File: src/rtl/isr_pkg.sv
`default_nettype none

package isr_pkg;

   // radicand width and the number of two-bit digit steps it takes
   localparam int INPUT_BITS = 31;
   localparam int STEPS      = (INPUT_BITS + 1) / 2;
   localparam int RAD_W      = 2 * STEPS;
   localparam int REM_W      = STEPS + 3;
   localparam int ROOT_W     = 16;
   localparam int Q_EXT_W    = STEPS + ROOT_W;

   typedef logic [INPUT_BITS-1:0] radicand_type;
   typedef logic [ROOT_W-1:0]     root_type;

   typedef struct packed {
      logic [RAD_W-1:0] rad;
      logic [REM_W-1:0] rem;
      logic [STEPS-1:0] q;
   } isr_data_type;

   // low root bits, zero extended when the root is narrower than the field
   function automatic root_type root_of(input logic [STEPS-1:0] q);
      logic [Q_EXT_W-1:0] ext;
      ext = Q_EXT_W'(q);
      return ext[ROOT_W-1:0];
   endfunction

endpackage

`default_nettype wire

File: src/rtl/isr_cell.sv
`default_nettype none

module isr_cell (
   input  wire                   clock,
   input  wire                   reset,
   input  wire                   up_valid,
   output logic                  up_ready,
   input  isr_pkg::isr_data_type up_data,
   output logic                  down_valid,
   input  wire                   down_ready,
   output isr_pkg::isr_data_type down_data
);
   import isr_pkg::*;

   logic         valid_ff;
   logic         valid_in;
   isr_data_type data_ff;
   isr_data_type data_in;
   logic         load;
   logic [REM_W-1:0] part;
   logic [REM_W-1:0] trial;
   logic             take;

   assign load     = !valid_ff || down_ready;
   assign up_ready = load;

   // one root digit: bring down two radicand bits, try appending a one
   always_comb begin
      part  = {up_data.rem[REM_W-3:0], up_data.rad[RAD_W-1 -: 2]};
      trial = REM_W'({up_data.q, 2'b01});
      take  = part >= trial;
      data_in.rad = {up_data.rad[RAD_W-3:0], 2'b00};
      data_in.rem = take ? part - trial : part;
      data_in.q   = (up_data.q << 1) | STEPS'(take);
      valid_in    = load ? up_valid : valid_ff;
   end

   always_ff @(posedge clock) begin
      if (reset) begin
         valid_ff <= 1'b0;
      end else begin
         valid_ff <= valid_in;
      end
   end

   always_ff @(posedge clock) begin
      if (load) begin
         data_ff <= data_in;
      end
   end

   assign down_valid = valid_ff;
   assign down_data  = data_ff;

endmodule

`default_nettype wire

File: src/rtl/integer_square_root.sv
// structure: one cell per root digit
// throughput: one beat per cycle while the output is not stalled; a stalled output lets empty cells ahead of it fill
// the row of digit cells is the only thing that sets latency and throughput
// reset: synchronous, active high, clears every cell's valid bit; no other state
`default_nettype none

module integer_square_root (
   input  wire                   clock,
   input  wire                   reset,
   input  wire                   req_valid,
   output logic                  req_ready,
   input  isr_pkg::radicand_type req_radicand,
   output logic                  rsp_valid,
   input  wire                   rsp_ready,
   output isr_pkg::root_type     rsp_root
);
   import isr_pkg::*;

   // link k feeds cell k; link STEPS is the output of the last cell
   logic         link_valid [STEPS+1];
   logic         link_ready [STEPS+1];
   isr_data_type link_data  [STEPS+1];
   logic [STEPS-1:0] occupied;

   // first cell sees the radicand padded to whole digit pairs, empty remainder and root
   assign link_valid[0]    = req_valid;
   assign req_ready        = link_ready[0];
   assign link_data[0].rad = RAD_W'(req_radicand);
   assign link_data[0].rem = '0;
   assign link_data[0].q   = '0;

   // row of digit cells, most significant digit first
   for (genvar k = 0; k < STEPS; k++) begin : g_cell
      isr_cell u_cell (
         .clock      (clock),
         .reset      (reset),
         .up_valid   (link_valid[k]),
         .up_ready   (link_ready[k]),
         .up_data    (link_data[k]),
         .down_valid (link_valid[k+1]),
         .down_ready (link_ready[k+1]),
         .down_data  (link_data[k+1])
      );
      assign occupied[k] = link_valid[k+1];
   end

   // the last cell's register is the output register
   assign link_ready[STEPS] = rsp_ready;
   assign rsp_valid         = link_valid[STEPS];
   assign rsp_root          = root_of(link_data[STEPS].q);

   // input stalls only when every cell holds a beat
   a_full_when_stalled : assert property (@(posedge clock) disable iff (reset)
      !req_ready |-> (&occupied))
      else $error("input stalled with an empty cell");

   // input stalls only behind a stalled output
   a_stall_from_output : assert property (@(posedge clock) disable iff (reset)
      !req_ready |-> (rsp_valid && !rsp_ready))
      else $error("input stalled while output drains");

   // a beat taken in with none leaving adds exactly one occupied cell
   a_count_grows : assert property (@(posedge clock) disable iff (reset)
      (req_valid && req_ready && !(rsp_valid && rsp_ready))
      |=> ($countones(occupied) == $past($countones(occupied)) + 1))
      else $error("beat lost or duplicated in the cell row");

   // a beat leaving with none taken in frees exactly one cell
   a_count_shrinks : assert property (@(posedge clock) disable iff (reset)
      (!(req_valid && req_ready) && rsp_valid && rsp_ready)
      |=> ($countones(occupied) + 1 == $past($countones(occupied))))
      else $error("beat lost or duplicated in the cell row");

endmodule

`default_nettype wire

File: config.mk
export PLATFORM = sky130hd
export DESIGN_NAME = integer_square_root
export DESIGN_NICKNAME = d
export VERILOG_FILES = /design/src/rtl/isr_pkg.sv /design/src/rtl/isr_cell.sv /design/src/rtl/integer_square_root.sv
export SDC_FILE = /design/constraint.sdc
export NUM_CORES = 1
export LEC_CHECK = 0
export BUFFER_PORTS_ARGS = -buffer_cell sky130_fd_sc_hd__buf_2
export CAP_MARGIN = 20
export CORE_ASPECT_RATIO = 2
export CORE_UTILIZATION = 49
export DETAILED_ROUTE_END_ITERATION = 7
export GPL_TIMING_DRIVEN = 0
export PLACE_DENSITY = 0.73
export SLEW_MARGIN = 40
export SYNTH_ARGS = -nofsm -noshare
export SYNTH_HDL_FRONTEND = slang
export SYNTH_SLANG_ARGS = --single-unit
File: constraint.sdc
create_clock -name clock -period 6.8 [get_ports clock]
set_input_delay 1.36 -clock clock [delete_from_list [all_inputs] [get_ports clock]]
set_output_delay 1.36 -clock clock [all_outputs]
set_load 0.02 [all_outputs]
==> impl_results.md, run 1 <==
- Final WL: 54900 um
- I/O Pins: 53
- Placed insts: 2941
- Final setup fails: 0
- Cell row count: 124
- 1st-iter DRT viols: 711
- Max-cap violations: 0
- Largest net degree at the start of global routing: 46
- Compound-Gate Fraction of Synth Area: 9.12%
- Die area: 59000 um^2
- Most used DFF post-synth: edfxtp_1
- CTS max path bufs: 3
- Sequential power share: 52.6%
- Syn_nets: 2310
- Synth Register Bits: 624
- Clk_lat worst skew: 0.62 ns
- FF-to-FF path depth: 10
- Place WS: -0.0869 ns
- GR Util met3: 2.38%
- Crit. Startpoint: rsp_ready
- Ys Warns: 0
- Via-per-instance ratio: 5.53
- Net Sw Power: 0.00276 W
- Tightest Pin Transition: 0.881 ns
- CP startpoint kind: input port
- Vias in the first global route: 18.3k
- Fin worst setup slack: 0.479 ns
- Total vias in the final route: 16.8k
- Leak: 12.9 nW
- Reg-to-reg endpoint: g_cell[11].u_cell.down_data[25]$_DFFE_PP_
- Crit path max fanout: 13
- XOR/XNOR share of the synthesized area: 4.50%
- Fin crit period: 6.32 ns
- Post-CTS Hold Buffers: 0
- Critical Path End: req_ready
- Busiest layer in global routing: met2
- DR pass1 iterations: 6
- Rel. slew slack: 40.8%
- Commonest cells after routing, fill and taps aside: edfxtp_1 (608), inv_1 (190), ha_1 (151)
- # diodes: 0
- Starting density of the core: 49.7%
- Mapped Cells: 2124
- Chip Height: 343 um
- Async SR Flop Fraction: 0%
- CTS buffer count: 52
- Initial antenna violation count: 0
- Largest family of logic cells by synthesized area: compound AO/OA/AOI/OAI gates
- Clk pwr share: 29.1%
- Power per Cell Area: 322 nW/um^2
- Aggregate global routing overflow: 0
- Tightest Hold Check Type: flip-flop to flip-flop
- Global Route met1 Usage: 12.4%
- Max Clock Freq: 158 MHz
- Clk sinks: 624
- Global-route wire length before repair: 86100 um
- Clock Pin Slew Worst Setup and Hold Paths: 0.07 ns
- Simple-Gate Fraction of Synth Area: 8.98%
- Unrepaired setup endpoints after global routing: no
- Post-Syn Area per Cell: 13.4 um^2
- Setup Skew: 0.0295 ns
- CTS tree: built
- Worst Setup End Kind: output pin
- Final hold vios: 0
- Final ANT Viol Nets: 0
- # nets final: 2427
- Die Wd: 172 um
- Commonest non-fill, non-tap cell in the layout: edfxtp_1
- Total GRT Usage: 19.0%
- Worst path required time: 5.44 ns
- Clock root buffer: clkbuf_16
- IR drop worst, VDD: 241 uV
- Slew Viols, Final: 0
- Status: finished clean
- Global Route met2 Usage: 41.9%
- Util after Layout: 55.2%
- IO Port Bufs: 51
- Total negative setup slack: 0 ns
- Area grow syn2layout: 11.2%
- Core area: 57200 um^2
- Pint: 0.00742 W
- Min-delay src: g_cell[5].u_cell.down_data[63]$_DFFE_PP_
- Routability Congestion: 0.952
- H-tree levels: 2
- Internal reg-to-reg setup slack: 2.62 ns
- WL per Instance: 18.1 um
- Hpwl dp: 42400 um
- EDFF count, synth: 608
- CP arrival: 4.96 ns
- Layout Cells excl Fill: 3036
- Switch share: 27.1%
- Yosys cell types: 70
- Fill cells: 4450
- CP Class: input port to output pin
- Mux cell area share after synthesis: 2.41%
- Worst R2R Start: g_cell[10].u_cell.down_data[0]$_DFFE_PP_
- Share of layout cells above drive strength 1: 10.3%
- Area share of fa/ha/maj cells after synthesis: 6.65%
- Combinational Power Share: 18.3%
- DRC Markers: 0
- Mapped Area: 28400 um^2
- Final period util: 92.9%
- Seq/Total Area, Yosys: 65.3%
Yosys cell counts, drive strengths merged (7+ instances only):
| library cell | instances | share of area (%) |
|---|---|---|
| a2111oi | 7 | 0.22 |
| o21ai | 107 | 1.9 |
| mux2 | 48 | 1.9 |
| a31oi | 7 | 0.15 |
| o31a | 8 | 0.25 |
| or3 | 20 | 0.48 |
| nor4 | 24 | 0.58 |
| o31ai | 23 | 0.61 |
| nor3 | 53 | 0.95 |
| a21o | 40 | 1.1 |
| xnor2 | 80 | 2.5 |
| a21boi | 8 | 0.21 |
| nor2b | 22 | 0.48 |
| dfxtp | 16 | 1.1 |
| o21a | 50 | 1.3 |
| o21bai | 9 | 0.24 |
| o211ai | 10 | 0.26 |
| nand2b | 20 | 0.44 |
| and3 | 11 | 0.24 |
| inv | 197 | 2.6 |
| or4 | 14 | 0.40 |
| and2 | 7 | 0.15 |
| edfxtp | 608 | 64 |
| nand4 | 20 | 0.44 |
| nand3 | 28 | 0.49 |
| ha | 151 | 6.6 |
| a211oi | 9 | 0.24 |
| a21oi | 95 | 1.7 |
| nand2 | 134 | 1.8 |
| xor2 | 66 | 2.0 |
| nor2 | 132 | 1.7 |
| clkbuf | 23 | 0.30 |
| mux2i | 14 | 0.49 |
through the flow:
step	instance area (um^2)	hold WS [ns]	total power, W
final	31600	0.414	0.0102
after floorplan	28400	0.400	0.00670
after CTS	31600	0.414	0.0102
after global placement	29600	0.402	0.00710
after detailed placement	29900	0.405	0.00726
after global routing	31600	0.421	0.0106
routing by layer:
metal | routed length, um | vias up
li1 | - | 8078
met3 | 1420 | 213
met5 | 0 | -
met1 | 14600 | 8138
met4 | 4520 | 0
met2 | 34400 | 373
worst max-delay path: stages:
cell	delay [ns]
buf_2	0.10
nor2b_1	0.45
clkinvlp_4	0.21
nor2_2	0.32
nand3_4	0.16
nor4_1	0.65
and2_1	0.22
clkbuf_1	0.38
nand4_1	0.27
buf_4	0.26
buf_4	0.20
buf_4	0.20
buf_2	0.17
repair_timing:
item                                    4_1_cts  5_1_grt
buffers inserted                              0        1
resized for setup                             1        1
endpoints found under the setup margin        1        1
hold endpoints to repair                      0        0
cell type report:
| class | instances | area [um^2] | area share (%) |
|---|---|---|---|
| Clock inverter | 33 | 344 | 1.09 |
| Timing Repair Buffer | 63 | 448 | 1.42 |
| Tap cell | 756 | 946 | 2.99 |
| Clock buffer | 60 | 1330 | 4.21 |
| Inverter | 197 | 747 | 2.36 |
| Multi-Input combinational cell | 1276 | 9110 | 28.8 |
| Buffer | 27 | 108 | 0.340 |
| Sequential cell | 624 | 18600 | 58.8 |
worst min-delay path by stage:
stage                                           endpoint  slack (ns)  cells past startpoint
2_1_floorplan  g_cell[10].u_cell.down_data[57]$_DFFE_PP_        0.40                      0
3_3_place_gp    g_cell[6].u_cell.down_data[66]$_DFFE_PP_        0.40                      0
6_report        g_cell[6].u_cell.down_data[65]$_DFFE_PP_        0.41                      0
3_5_place_dp   g_cell[10].u_cell.down_data[61]$_DFFE_PP_        0.40                      0
4_1_cts         g_cell[1].u_cell.down_data[62]$_DFFE_PP_        0.41                      0
5_1_grt         g_cell[1].u_cell.down_data[62]$_DFFE_PP_        0.42                      0
state kept, by name, indices dropped and copies added, names as in the netlist:
signal	cells
g_cell.u_cell.down_data	608
g_cell.u_cell.down_valid	16
power by group through the flow:
stage,combinational (W),clock (W),sequential [W]
after global routing,0.00205,0.00316,0.00542
after global placement,0.00173,0,0.00538
after CTS,0.00185,0.00302,0.00535
final,0.00186,0.00297,0.00536
after detailed placement,0.00183,0,0.00542
after floorplan,0.00138,0,0.00531
cells by family (layout without fill, tap and decap cells):
logic type / count (synthesis) / count (layout)
flops: 624 / 624
simple gates: 511 / 511
compound gates: 405 / 405
buf+inv: 224 / 380
fa+ha+maj: 151 / 151
xor+xnor: 146 / 146
mux: 62 / 62
other cells: 1 / 1
No activity file was read; power rests on OpenSTA's default activity.
==> inputs of run 2 (changes only) <==
REMOVE_ABC_BUFFERS = 1   (was default)
SYNTH_HIERARCHICAL = 1   (was default)
==> run 2 against run 1 <==
Net effect: register-to-register slack worse by 0.53 ns; first-iteration DRC count up 47%; final area up 43%; clock-buffer cell count up 26; synthesized cell count up 54%; fmax down 2.8%; critical path depth up 8; total power up 130%; sequential cell count up 143; sequential power up 45%; hold slack worse by 0.0013 ns; critical path type unchanged; highest routed layer is now met5.
==> impl_results.md, run 2 <==
- Via-per-instance ratio: 5.73 (+3.6%)
- Routability Congestion: 0.905 (-5.0%)
- Total GRT Usage: 23.9% (+4.9 points)
- Tightest Hold Check Type: flip-flop to flip-flop
- Rel. slew slack: 35.8% (-5.0 points)
- Initial antenna violation count: 4 (+4)
- I/O Pins: 53 (unchanged)
- CP Class: input port to output pin
- Internal reg-to-reg setup slack: 2.09 ns (-0.53 ns)
- Largest net degree at the start of global routing: 43 (-6.5%)
- Min-delay src: g_cell[8].u_cell/down_data[60]$_DFFE_PP_
- Clock Pin Slew Worst Setup and Hold Paths: 0.07 ns (about the same)
- IO Port Bufs: 52 (+2.0%)
- Combinational Power Share: 48.3% (+30 points)
- Chip Height: 410 um (+20%)
- Max FFs per register: 751 (+24%)
- Die area: 84400 um^2 (+43%)
- Leak: 19.1 nW (+49%)
- Aggregate global routing overflow: 0 (unchanged)
- Worst Setup End Kind: output pin
- FF-to-FF path depth: 21 (+11)
- Max-cap violations: 0 (unchanged)
- Global-route wire length before repair: 148000 um (+72%)
- Tightest Pin Transition: 0.964 ns (+0.0826 ns)
- Final ANT Viol Nets: 0 (unchanged)
- Fill cells: 6870 (+54%)
- Final WL: 99100 um (+81%)
- Clk pwr share: 18.1% (-11 points)
- 1st-iter DRT viols: 1043 (+47%)
- Clk sinks: 767 (+23%)
- Setup Skew: 0.0420 ns (+0.0124 ns)
- Core area: 82400 um^2 (+44%)
- Post-CTS Hold Buffers: 0 (unchanged)
- CTS max path bufs: 3 (unchanged)
- Hpwl dp: 74800 um (+76%)
- IR drop worst, VDD: 270 uV (+12%)
- H-tree levels: 3 (+1)
- CTS tree: built
- Switch share: 38.8% (+12 points)
- Pint: 0.0142 W (+91%)
- Clock root buffer: clkbuf_16
- CTS buffer count: 71 (+37%)
- WL per Instance: 21.7 um (+20%)
- Status: finished clean
- Share of layout cells above drive strength 1: 13.1% (+2.8 points)
- Area post-placement: 42400 um^2 (+42%)
- DR pass1 iterations: 5 (-1)
- Hold EP: g_cell[9].u_cell/down_data[62]$_DFFE_PP_
- Area grow syn2layout: 10.9%
- Sequential power share: 33.5% (-19 points)
- Finished Cell Area: 45200 um^2 (+43%)
- Unrepaired setup endpoints after global routing: no
- Commonest non-fill, non-tap cell in the layout: edfxtp_1
- Post-Syn Area per Cell: 12.5 um^2 (-6.7%)
- Final setup fails: 0 (unchanged)
- Die Wd: 206 um (+20%)
- Fin crit period: 6.50 ns (+0.181 ns)
- Mapped Area: 40800 um^2 (+43%)
- Net Sw Power: 0.00901 W (+230%)
- Clk_lat worst skew: 0.67 ns (+0.05 ns)
- Crit path max fanout: 40 (+27)
- CP startpoint kind: input port
- Tot Pwr: 0.0232 W (+130%)
- Final hold vios: 0 (unchanged)
- Worst path required time: 5.44 ns (about the same)
- Vias in the first global route: 28.1k (+54%)
- Mapped Cells: 3265 (+54%)
- Total vias in the final route: 26.1k (+55%)
- Commonest cells after routing, fill and taps aside: edfxtp_1 (751), inv_1 (367), ha_1 (287)
- Reg-to-reg endpoint: g_cell[0].u_cell/down_data[1]$_DFFE_PP_
- Worst R2R Start: g_cell[15].u_cell/down_valid$_SDFFE_PP0P_
- Hold depth: 0 (unchanged)
- DRC Markers: 0 (unchanged)
- Slew Viols, Final: 0 (unchanged)
- Ys Warns: 6 (+6)
- CP arrival: 5.14 ns (+0.18 ns)
- Power per Cell Area: 513 nW/um^2 (+59%)
- Max Clock Freq: 154 MHz (-2.8%)
- # nets final: 3765 (+55%)
- Cell row count: 149 (+20%)
- Starting density of the core: 49.5% (-0.20 points)
- Final period util: 95.6% (+2.7 points)
run 2: cell count changes in the layout (fill, tap and decap cells not counted), sizes merged, moves of 38 or more:
| cell | previous run | this run |
|---|---|---|
| o21ai | 107 | 214 |
| conb | 1 | 66 |
| mux2 | 48 | 125 |
| a31oi | 7 | 45 |
| edfxtp | 608 | 751 |
| a21oi | 95 | 189 |
| nand2 | 134 | 180 |
| nand2b | 20 | 65 |
| inv | 197 | 381 |
| ha | 151 | 287 |
| o211ai | 10 | 86 |
run 2: power by group through the flow:
stage | Clock, W | Sequential, W | Combinational, W
floorplan | 0 | 0.00761 | 0.00816
global placement | 0 | 0.00779 | 0.0107
detailed placement | 0 | 0.00785 | 0.0109
CTS | 0.00430 | 0.00776 | 0.0110
global route | 0.00447 | 0.00791 | 0.0121
finish | 0.00421 | 0.00778 | 0.0112
run 2: critical path: stages:
cell and delay (ns):
buf_2 0.13, nand2b_4 0.24, nand2b_4 0.19, nand2b_4 0.15
nand2b_4 0.16, nand2b_4 0.15, nand2b_4 0.19, buf_12 0.19
nand2b_4 0.21, buf_12 0.19, nand2b_4 0.23, buf_12 0.18
nand2b_4 0.22, nand2b_4 0.19, nand2b_4 0.14, nand2b_4 0.14
nand2b_4 0.21, nand2b_4 0.18, nand2b_4 0.14, nand2b_4 0.15
buf_2 0.16
run 2: timing repair:
action,in CTS,in global routing
gates cloned,14,0
setup buffers,9,4
gates resized for setup,1,0
setup endpoints to repair,285,1
run 2: worst max path at each step:
stage	startpoint	to	slack, ns	cells past startpoint
after floorplan	rsp_ready	req_ready	-17.34	16
after global placement	rsp_ready	req_ready	-25.34	18
after detailed placement	rsp_ready	req_ready	-3.47	21
after CTS	rsp_ready	req_ready	0.14	21
after global routing	rsp_ready	req_ready	0.11	21
final	rsp_ready	req_ready	0.30	21
run 2: metrics by stage:
stage	setup TNS [ns]	hold WS (ns)	std cells	utilization (%)	worst slack (ns)
6_report	0	0.413	4559	54.9	0.298
5_1_grt	0	0.417	4558	54.9	0.106
4_1_cts	0	0.408	4549	54.7	0.144
3_5_place_dp	-509.97	0.405	4395	51.5	-3.47
3_3_place_gp	-8384.66	0.401	4384	51.0	-25.34
2_1_floorplan	-5310.17	0.400	3275	-	-17.34
run 2: layout make-up:
cell class | instances | area [um^2] | area share [%]
repair buffers | 82 | 698 | 1.54
multi-input cells | 2144 | 16400 | 36.2
clock buffers | 86 | 1910 | 4.23
well taps | 1057 | 1320 | 2.93
inverters | 377 | 1490 | 3.29
diodes | 1 | 2.50 | 0.00554
flip-flops and latches | 767 | 22900 | 50.6
clock inverters | 45 | 549 | 1.21
run 2: per-layer routing:
| metal | wire (um) | track usage, % | vias to the layer above |
|---|---|---|---|
| met5 | 36 | 0 | - |
| met4 | 12500 | 27.2 | 6 |
| met1 | 23800 | 13.9 | 12600 |
| met2 | 58900 | 49.6 | 653 |
| li1 | - | - | 12500 |
| met3 | 3830 | 4.91 | 446 |
==> inputs of run 3 (changes only) <==
CTS_BUF_LIST = sky130_fd_sc_hd__clkbuf_2 sky130_fd_sc_hd__clkbuf_4 sky130_fd_sc_hd__clkbuf_8   (was default)
==> run 3 against run 2 <==
Net effect: global-route usage decreased by 0.11 points; register-to-register slack improved by 0.03 ns; total power decreased by 1.9%; sequential share of layout area increased by 0.26 points; utilization decreased by 0.28 points; via count increased by 0.45%; first-iteration DRC count increased by 3.3%; critical path type unchanged; largest cell class unchanged.
==> impl_results.md, run 3 (same netlist as run 2, synthesis figures left out) <==
- I/O Pins: 53 (unchanged)
- Worst Setup End Kind: output pin
- Unrepaired setup endpoints after global routing: no
- CTS max path bufs: 3 (unchanged)
- Tightest Pin Transition: 0.909 ns (-0.0545 ns)
- Vias in the first global route: 28.4k (+0.77%)
- Final period util: 95.4% (-0.25 points)
- Max FFs per register: 751 (unchanged)
- Die Wd: 206 um (unchanged)
- CTS buffer count: 108 (+52%)
- 1st-iter DRT viols: 1077 (+3.3%)
- Worst path required time: 5.44 ns (about the same)
- Fill cells: 6942 (+1.0%)
- Chip Height: 410 um (unchanged)
- Fin crit period: 6.49 ns (-0.0168 ns)
- Die area: 84400 um^2 (unchanged)
- Max-cap violations: 0 (unchanged)
- Share of layout cells above drive strength 1: 14.4% (+1.4 points)
- Hpwl dp: 74800 um (unchanged)
- Crit path max fanout: 40 (unchanged)
- Via-per-instance ratio: 5.68 (-0.87%)
- Area taken by multi-input logic gates: 16400 um^2 (unchanged)
- Clock Pin Slew Worst Setup and Hold Paths: 0.07 ns (about the same)
- Starting density of the core: 49.5% (unchanged)
- Slew Viols, Final: 0 (unchanged)
- Total vias in the final route: 26.2k (+0.45%)
- CP arrival: 5.13 ns (about the same)
- Commonest cells after routing, fill and taps aside: edfxtp_1 (751), inv_1 (367), ha_1 (287)
- IR drop worst, VDD: 231 uV (-14%)
- CP max stage cell: nand2b_4
- Cell row count: 149 (unchanged)
- Leak: 19.1 nW (about the same)
- CP Class: input port to output pin
- Total negative setup slack: 0 ns (unchanged)
- CP Cell Sequence: buf_2, nand2b_4, nand2b_4, nand2b_4, nand2b_4, nand2b_4, nand2b_4, buf_12, nand2b_4, buf_16, nand2b_4, buf_12, nand2b_4, nand2b_4, nand2b_4, nand2b_4, nand2b_4, nand2b_4, nand2b_4, nand2b_4, buf_2
- WL per Instance: 21.3 um (-1.9%)
- Clk_lat worst skew: 0.82 ns (+0.15 ns)
- Tightest Hold Check Type: flip-flop to flip-flop
- Clock root buffer: clkbuf_8
- CP startpoint kind: input port
- DRC Markers: 0 (unchanged)
- Crit path top cell by count: nand2b_4
- DR pass1 iterations: 5 (unchanged)
- Buf/Inv on CP: 5 (unchanged)
- Post-CTS Hold Buffers: 0 (unchanged)
- Status: finished clean
- Setup Skew: 0.0762 ns (+0.0343 ns)
- Hold slack: 0.408 ns (-0.00425 ns)
- Total GRT Usage: 23.8% (-0.11 points)
- Final hold vios: 0 (unchanged)
- Top delay family on crit path: simple AND/OR/NAND/NOR gates
- Storage cell area: 22900 um^2 (unchanged)
- Final setup fails: 0 (unchanged)
- IO Port Bufs: 52 (unchanged)
- Max Clock Freq: 154 MHz (+0.26%)
- H-tree levels: 3 (unchanged)
- Largest net degree at the start of global routing: 43 (unchanged)
- Clk sinks: 767 (unchanged)
- Area grow syn2layout: 10.4%
- Power per Cell Area: 506 nW/um^2 (-1.4%)
- Aggregate global routing overflow: 0 (unchanged)
- # nets final: 3799 (+0.90%)
- Routability Congestion: 0.905 (unchanged)
- Initial antenna violation count: 4 (unchanged)
- Final WL: 98500 um (-0.59%)
- CTS tree: built
- Commonest non-fill, non-tap cell in the layout: edfxtp_1
- Rel. slew slack: 39.0% (+3.2 points)
- Largest stage delay on the critical path: 0.23 ns (about the same)
- Final ANT Viol Nets: 0 (unchanged)
- Global-route wire length before repair: 148000 um (-0.27%)
- Core area: 82400 um^2 (unchanged)
run 3: changes by cell type in the layout (fill, tap and decap cells not counted), sizes merged:
| cell | delta |
|---|---|
| clkinvlp | -9 |
| clkinv | +28 |
| inv | +2 |
| bufinv | +1 |
| diode | +1 |
| buf | -3 |
| clkbuf | +41 |
run 3: worst reg2reg max path, stage by stage (launching register included):
cell and delay, ns:
dfxtp_1 0.40, nand2b_4 0.22, nand2b_4 0.17, nand2b_4 0.13, nand2b_4 0.13, nand2b_4 0.13, nand2b_4 0.18, buf_12 0.23
nand2b_4 0.25, buf_16 0.24, nand2b_4 0.26, buf_12 0.19, nand2b_4 0.24, nand2b_4 0.16, nand2b_4 0.12, nand2b_4 0.12
nand2b_4 0.21, nand2b_4 0.18, nand2b_4 0.13, nand2b_4 0.13, buf_4 0.23, buf_12 0.25
run 3: final timing paths:
check | startpoint | slack [ns] | end | cells past startpoint
max | rsp_ready | 0.31 | req_ready | 21
max reg2reg | g_cell[15].u_cell/down_valid$_SDFFE_PP0P_ | 2.12 | g_cell[0].u_cell/down_data[56]$_DFFE_PP_ | 21
min reg2reg | g_cell[0].u_cell/down_data[57]$_DFFE_PP_ | 0.41 | g_cell[1].u_cell/down_data[59]$_DFFE_PP_ | 0
min | g_cell[0].u_cell/down_data[57]$_DFFE_PP_ | 0.41 | g_cell[1].u_cell/down_data[59]$_DFFE_PP_ | 0
run 3: per-stage QoR:
step / cell area, um^2 / std cells / setup WS (ns) / util [%] / total power [W]
3_5_place_dp: 42400 / 4395 / -3.47 / 51.5 / 0.0187
5_1_grt: 45000 / 4619 / 0.126 / 54.6 / 0.0241
2_1_floorplan: 40500 / 3275 / -17.34 / - / 0.0158
4_1_cts: 44900 / 4612 / 0.157 / 54.4 / 0.0226
6_report: 45000 / 4620 / 0.315 / 54.6 / 0.0228
3_3_place_gp: 42100 / 4384 / -25.34 / 51.0 / 0.0184
run 3: layer usage:
| layer | vias to the layer above | global-route usage [%] | share of wire (%) |
|---|---|---|---|
| met3 | 443 | 5.48 | 4.3 |
| met1 | 12600 | 13.5 | 24 |
| met4 | 4 | 26.9 | 13 |
| met5 | - | 0 | 0.032 |
| li1 | 12500 | - | - |
| met2 | 655 | 49.4 | 59 |
run 3: power by group:
part,internal [W],total [W],switching [W]
registers,0.00708,0.00779,0.000706
clock network,0.00197,0.00378,0.00181
logic,0.00476,0.0112,0.00643
run 3: final cells by class:
class	count	area share [%]
sequential	767	50.9
timing repair buffer	79	1.52
antenna	2	0.0111
inverter	377	3.30
tap	1057	2.94
multi-input combinational	2144	36.4
clock inverter	67	1.34
clock buffer	127	3.65
run 3: what timing repair did:
action	4_1_cts	5_1_grt
endpoints found under the setup margin	283	1
setup buffers	9	1
cloned	14	0
gates resized for setup	1	1
